File: src/rtl/tsfi_pkg.sv
// shared types, constants and helpers of the timestamp fix and interleave unit
`default_nettype none
package tsfi_pkg;

	localparam int NUM_STREAMS_DEF = 4;
	localparam int HOLD_DEPTH_DEF  = 64;
	localparam int TS_W            = 64;
	localparam int TAG_W           = 16;
	localparam int SID_FIELD_W     = 2;
	localparam int SCALE_W         = 20;
	localparam int LIMIT_W         = 6;
	localparam int CFG_IDX_W       = 3;
	localparam int STATUS_W        = 3;
	localparam int S_DATA_W        = 144;
	localparam int S_USER_W        = 3;
	localparam int M_DATA_W        = 144;
	localparam int M_USER_W        = 7;

	localparam logic [TS_W-1:0] TS_MIN = {1'b1, {(TS_W-1){1'b0}}};
	localparam logic [TS_W-1:0] TS_MAX = {1'b0, {(TS_W-1){1'b1}}};

	typedef enum logic [STATUS_W-1:0] {
		ST_HELD     = 3'd0,
		ST_SHIFTED  = 3'd1,
		ST_DUP      = 3'd2,
		ST_OVERFLOW = 3'd3,
		ST_REJECT   = 3'd4
	} status_t;

	typedef enum logic [CFG_IDX_W-1:0] {
		CFG_OPEN  = 3'd0,
		CFG_LIMIT = 3'd1,
		CFG_NUM1  = 3'd2,
		CFG_DEN1  = 3'd3,
		CFG_NUM2  = 3'd4,
		CFG_DEN2  = 3'd5,
		CFG_NUM3  = 3'd6,
		CFG_DEN3  = 3'd7
	} cfg_idx_t;

	typedef enum logic [3:0] {
		S_IDLE,
		S_CHECK,
		S_CONV,
		S_INS_RD,
		S_INS_CMP,
		S_INS_WR,
		S_LIMIT,
		S_REL_RD,
		S_REL_CHK,
		S_REL_PUSH,
		S_FINISH
	} state_t;

	typedef enum logic [2:0] {
		R_IDLE,
		R_NEG,
		R_MUL,
		R_SUM,
		R_DIV,
		R_RND
	} rphase_t;

	// one held packet
	typedef struct packed {
		logic [TS_W-1:0]        key;
		logic [TS_W-1:0]        dts;
		logic [TS_W-1:0]        pts;
		logic [SID_FIELD_W-1:0] sid;
		logic [TAG_W-1:0]       tag;
		logic                   kf;
	} entry_t;

	// controller to datapath
	typedef struct packed {
		logic load;
		logic classify;
		logic key_store;
		logic ins_read;
		logic ins_move;
		logic ins_write;
		logic lim_calc;
		logic rel_read;
		logic rel_take;
		logic rel_push;
		logic finish;
	} cmd_t;

	// datapath to controller
	typedef struct packed {
		logic go;
		logic conv_done;
		logic ins_zero;
		logic ins_less;
		logic all_seen;
		logic rel_more;
		logic rel_ok;
		logic pend_valid;
		logic out_free;
	} stat_t;

	// signed less-than on two's complement patterns
	function automatic logic lt_s(input logic [TS_W-1:0] a, input logic [TS_W-1:0] b);
		return $signed(a) < $signed(b);
	endfunction

endpackage
`default_nettype wire

File: src/rtl/tsfi_ctrl.sv
// controller: sequences classify, convert, insert and release
`default_nettype none
module tsfi_ctrl
	import tsfi_pkg::*;
(
	input  wire logic  clk,
	input  wire logic  arst_n,
	input  wire logic  s_tvalid,
	output logic       s_tready,
	input  wire stat_t stat,
	output cmd_t       cmd
);

	state_t state_q, state_nxt;

	always_ff @(posedge clk or negedge arst_n) begin
		if (!arst_n) state_q <= S_IDLE;
		else         state_q <= state_nxt;
	end

	// next state
	always_comb begin
		state_nxt = state_q;
		case (state_q)
			S_IDLE:     if (s_tvalid) state_nxt = S_CHECK;
			S_CHECK:    state_nxt = stat.go ? S_CONV : S_FINISH;
			S_CONV:     if (stat.conv_done) state_nxt = S_INS_RD;
			S_INS_RD:   state_nxt = stat.ins_zero ? S_INS_WR : S_INS_CMP;
			S_INS_CMP:  state_nxt = stat.ins_less ? S_INS_RD : S_INS_WR;
			S_INS_WR:   state_nxt = stat.all_seen ? S_LIMIT : S_FINISH;
			S_LIMIT:    state_nxt = S_REL_RD;
			S_REL_RD:   state_nxt = stat.rel_more ? S_REL_CHK : S_FINISH;
			S_REL_CHK:  state_nxt = stat.rel_ok ? S_REL_PUSH : S_FINISH;
			S_REL_PUSH: if (!stat.pend_valid || stat.out_free) state_nxt = S_REL_RD;
			S_FINISH:   if (stat.out_free) state_nxt = S_IDLE;
			default:    state_nxt = S_IDLE;
		endcase
	end

	// commands
	always_comb begin
		cmd      = '0;
		s_tready = 1'b0;
		case (state_q)
			S_IDLE: begin
				s_tready = 1'b1;
				cmd.load = s_tvalid;
			end
			S_CHECK:    cmd.classify  = 1'b1;
			S_CONV:     cmd.key_store = stat.conv_done;
			S_INS_RD:   cmd.ins_read  = !stat.ins_zero;
			S_INS_CMP:  cmd.ins_move  = stat.ins_less;
			S_INS_WR:   cmd.ins_write = 1'b1;
			S_LIMIT:    cmd.lim_calc  = 1'b1;
			S_REL_RD:   cmd.rel_read  = stat.rel_more;
			S_REL_CHK:  cmd.rel_take  = stat.rel_ok;
			S_REL_PUSH: cmd.rel_push  = !stat.pend_valid || stat.out_free;
			S_FINISH:   cmd.finish    = stat.out_free;
			default: ;
		endcase
	end

endmodule
`default_nettype wire

File: config.mk
export PLATFORM = sky130hd
export DESIGN_NAME = tsfi_ctrl
export DESIGN_NICKNAME = d
export VERILOG_FILES = /design/src/rtl/tsfi_pkg.sv /design/src/rtl/tsfi_ctrl.sv
export SDC_FILE = /design/constraint.sdc
export NUM_CORES = 1
export LEC_CHECK = 0
export ABC_CLOCK_PERIOD_IN_PS = 1400
export BUFFER_PORTS_ARGS = -buffer_cell sky130_fd_sc_hd__buf_2
export CAP_MARGIN = 10
export CORE_UTILIZATION = 40
export DETAILED_ROUTE_END_ITERATION = 6
export PLACE_DENSITY = 0.72
export SYNTH_ARGS = -nofsm -noshare
export SYNTH_HDL_FRONTEND = slang
export SYNTH_SLANG_ARGS = --single-unit
File: constraint.sdc
create_clock -name clk -period 1.4 [get_ports clk]
set_input_delay 0.07 -clock clk [delete_from_list [all_inputs] [get_ports clk]]
set_output_delay 0.07 -clock clk [all_outputs]
set_load 0.01 [all_outputs]
-- After elaboration in Yosys (flattened, before gate mapping)
Cells that the tools add are included.
- reductions and logical operators: 5
- multiplexer cells: 23
- eq/ne operators: 14
- operators by type and width (kind ; count):
    $pmux W4 S11 ; 1
    $mux W4 ; 6
    $eq A4 B3 Y1 const B ; 4
    $mux W1 ; 13
    $eq A4 B4 Y1 const B ; 3
    $eq A4 B2 Y1 const B ; 2
    $ne A2 B2 Y1 const B ; 4
    $eq A4 B1 Y1 const B ; 1
    $logic_not A4 Y1 ; 1
    $mux W2 ; 2
    $reduce_and A4 Y1 ; 1
    $mux W3 ; 1
    $logic_not A1 Y1 ; 2
    $logic_or A1 B1 Y1 ; 1
- output and inout port bits: 12
- register bits: 4
- bits of input ports: 12
- logic and storage cells: 43

-- Depth between registers and ports, before layout
- depth after elaboration: 4
- mapped depth: 6
- depth with buffers taken out: 4

-- Worst setup path before layout
No wires, ideal clock.
- path kind: register -> register
- from: register state_q[1]
- to: register state_q[3]
- required time: 1274 ps
- arrival: 1186 ps
- setup slack: 88 ps
- library setup time: 126 ps
- stages on the path, launching flop included: 6
- cell sequence: dfrtp_1 > buf_6 > and3b_4 > o21ai_2 > nand2_1 > a221o_1
- word-level cells in the longest chain between the ends: 3
- elaborated cells between the ends (all ways): 17
- RTL lines (element ; RTL line ; text):
    from (decl) ; tsfi_ctrl.sv:14 ; state_t state_q, state_nxt;
    from (signal assigned) ; tsfi_ctrl.sv:18 ; else state_q <= state_nxt;
    $eq A4 B4 Y1, or another cell as far along ; tsfi_ctrl.sv:24 ; case (state_q)
    $ne A2 B2 Y1 (no source line) ; n/a ;
    $reduce_and A4 Y1 (no source line) ; n/a ;
Parallel ways exist; a longest one is shown, timed or not.
A chain may end at the register's enable or synchronous reset.

-- Worst setup path after layout
- from: register state_q[1]
- to: register state_q[2]
The elaborated chain is that of the path after synthesis.

==> metrics.yaml <==
netlist_area_um2: 534
power_w: 0.00181
grt_pass1_wl_mm: 2.36
clock_insertion_delay_worst_skew_ns: 0.24
ioPinCount: 24
wl_mm: 1.86
gp_congestion: 0.765
first_pass_iters: 4
syn_inst: 68
clockBufferDepth: 2
die_x_um: 38.5
wl_per_cell_um: 15.9
violations: "setup timing"
timing.final.hold_violations: 0
finalMaxSlewViolations: 0
met3_usage: 0.0291
grt.overflow.total: 0
io_buffers: 23
antenna_found_initial: 0
yosysTopAreaCell: "dfrtp_1"
chipHeight_um: 38.5
grt-busiest-layer: "met2"
top_register: "state_q"
start_util: 0.456
synth.top_cells.by_area: "dfrtp_1 (19%), nor2_1 (5.6%), buf_6 (4.2%), nor3_1 (3.7%), and3_1 (3.5%)"
vias_per_cell: 5.57
syn_area_per_cell_um2: 7.86
grt_max_degree: 12
leakage_nw: 0.425
final_core_util: 0.740
tightestPinTransition_ns: 0.267
hold_path_class: "in -> async"
reg_top3: "state_q (4)"
slew_headroom: 0.819
start_kind: "register"
setup_viol: 3
synth_flop_cell: "dfrtp_1"
vias: 652
path_class: "reg -> reg"
ys_types: 38
clock.fmax_mhz: 679
cts.sinks: 4
clk_pin_slew_worst_paths_ns: 0.04
ys_warn_count: 0
place_ws_ns: -0.0130
gr-usage-met2: 0.396
num-nets-final: 117
power_density_nw_per_um2: 2090
status: "finished with violations"
largest_register_ffs: 4
first_global_vias: 559
end_kind: "register"
area_delta_synth_final_pct: 62.3
ant_nets: 0
async_reset_ff_frac: 1.00
met1_usage: 0.263
cp.arrival_ns: 1.65
yosysSeqAreaShare: 0.187
synth.top_cell.area_share: 0.187
synth-edff-count: 0
final_area_um2: 867
vdd_ir_drop_max_mv: 1.05
path_max_fanout: 6
whs_ns: 0.162
core_area_um2: 1170
finalWorstSetupSlack_ns: -0.0731
diodes: 0
tritoncts: "done"
post-route-drc-count: 0
finClkSkew_ns: 0.00294
dieArea_um2: 1490
place_area_um2: 699
crit_required_ns: 1.58
maxCapViolCount: 0
row_count: 12
drt_iter0_markers: 16
rsz0062_at_grt: "true"
cts_inserted_buffers: 3
fin_crit_sh: 1.05
hpwl_mm: 1.05
grt_use_total: 0.238
cts-root-buf: "clkbuf_4"
yosys_register_bits: 4
syn_nets: 80
cts_max_level: 1
drive_gt1_frac: 0.631
post-route-min-period_ns: 1.47
cells in the mapped netlist, types with 2 or more instances:
master	count
nand3b_1	2
nand3_1	2
and2b_1	2
buf_4	2
nor3_1	4
dfrtp_1	4
buf_6	2
nor2_1	8
and3_1	3
a22o_1	2
a21oi_1	2
o21ai_0	2
nand2_2	2
inv_1	2
nand2_1	4
nor2b_1	3
layout by cell type (no fill, tap or decap), drive strengths merged, types with 2 or more instances in the layout:
cell    synthesis  routed
a21oi           3       3
a22o            2       2
and2b           2       2
and3            3       3
and3b           2       2
buf             5      36
clkbuf          0       3
dfrtp           4       4
inv             3       3
nand2           6       6
nand3           2       2
nand3b          2       2
nor2            8       8
nor2b           3       3
nor3            4       4
nor4            2       2
o21ai           3       3
worst paths after layout:
check,from,endpoint,slack (ns),cells past startpoint
max in group asynchronous,arst_n,state_q[0]$_DFFE_PN0P_,1.10,2
hold / removal,arst_n,state_q[1]$_DFFE_PN0P_,0.16,2
setup reg to reg,state_q[1]$_DFFE_PN0P_,state_q[2]$_DFFE_PN0P_,-0.07,6
hold reg to reg,state_q[1]$_DFFE_PN0P_,state_q[1]$_DFFE_PN0P_,0.79,2
setup / recovery,state_q[1]$_DFFE_PN0P_,state_q[2]$_DFFE_PN0P_,-0.07,6
min in group clk,stat[3],state_q[1]$_DFFE_PN0P_,0.25,3
per-layer routing:
layer  up-vias  wire length (um)
li1        317                 -
met1       299               733
met2        30               977
met3         6                89
met4         0                61
met5         -                 0
area by class of cell:
class	instances	area, um^2
fill	96	304
sequential	4	104
multi-input combinational	56	457
tap	14	17.5
timing repair buffer	37	255
clock buffer	3	22.5
inverter	3	11.3
per-stage QoR:
step / cells / TNS (ns)
global route: 117 / -0.266
detailed placement: 110 / -0.0130
finish: 117 / -0.105
floorplan: 68 / 0
CTS: 116 / -0.00617
global placement: 110 / 0
kinds of logic (layout without fill, tap and decap cells):
logic type / Yosys count / count (layout) / synth area share
AO/OA/AOI/OAI: 16 / 16 / 0.230
AND/OR/NAND/NOR: 38 / 38 / 0.443
flip-flops: 4 / 4 / 0.187
buffers and inverters: 8 / 43 / 0.101
multiplexers: 2 / 2 / 0.0398
critical path, stage by stage (launching register included):
cell	delay [ns]
dfrtp_2	0.45
buf_4	0.18
buf_4	0.14
and3b_2	0.21
o21ai_1	0.07
a21oi_1	0.21
o21a_1	0.15
timing repair:
| action | 4_1_cts | 5_1_grt |
|---|---|---|
| setup endpoints to repair | 10 | 10 |
| buffers inserted | 3 | 1 |
| hold buffers | 1 | 0 |
| endpoints found under the hold margin | 4 | 0 |
| pin swaps | 3 | 4 |
| resized for setup | 10 | 21 |
power by group:
group          switching, W  total [W]  internal [W]
registers         0.0000883   0.000263      0.000175
logic              0.000689    0.00139      0.000706
clock network     0.0000552   0.000152     0.0000964
total              0.000832    0.00181      0.000977
Power figures use the tool's default switching activity.
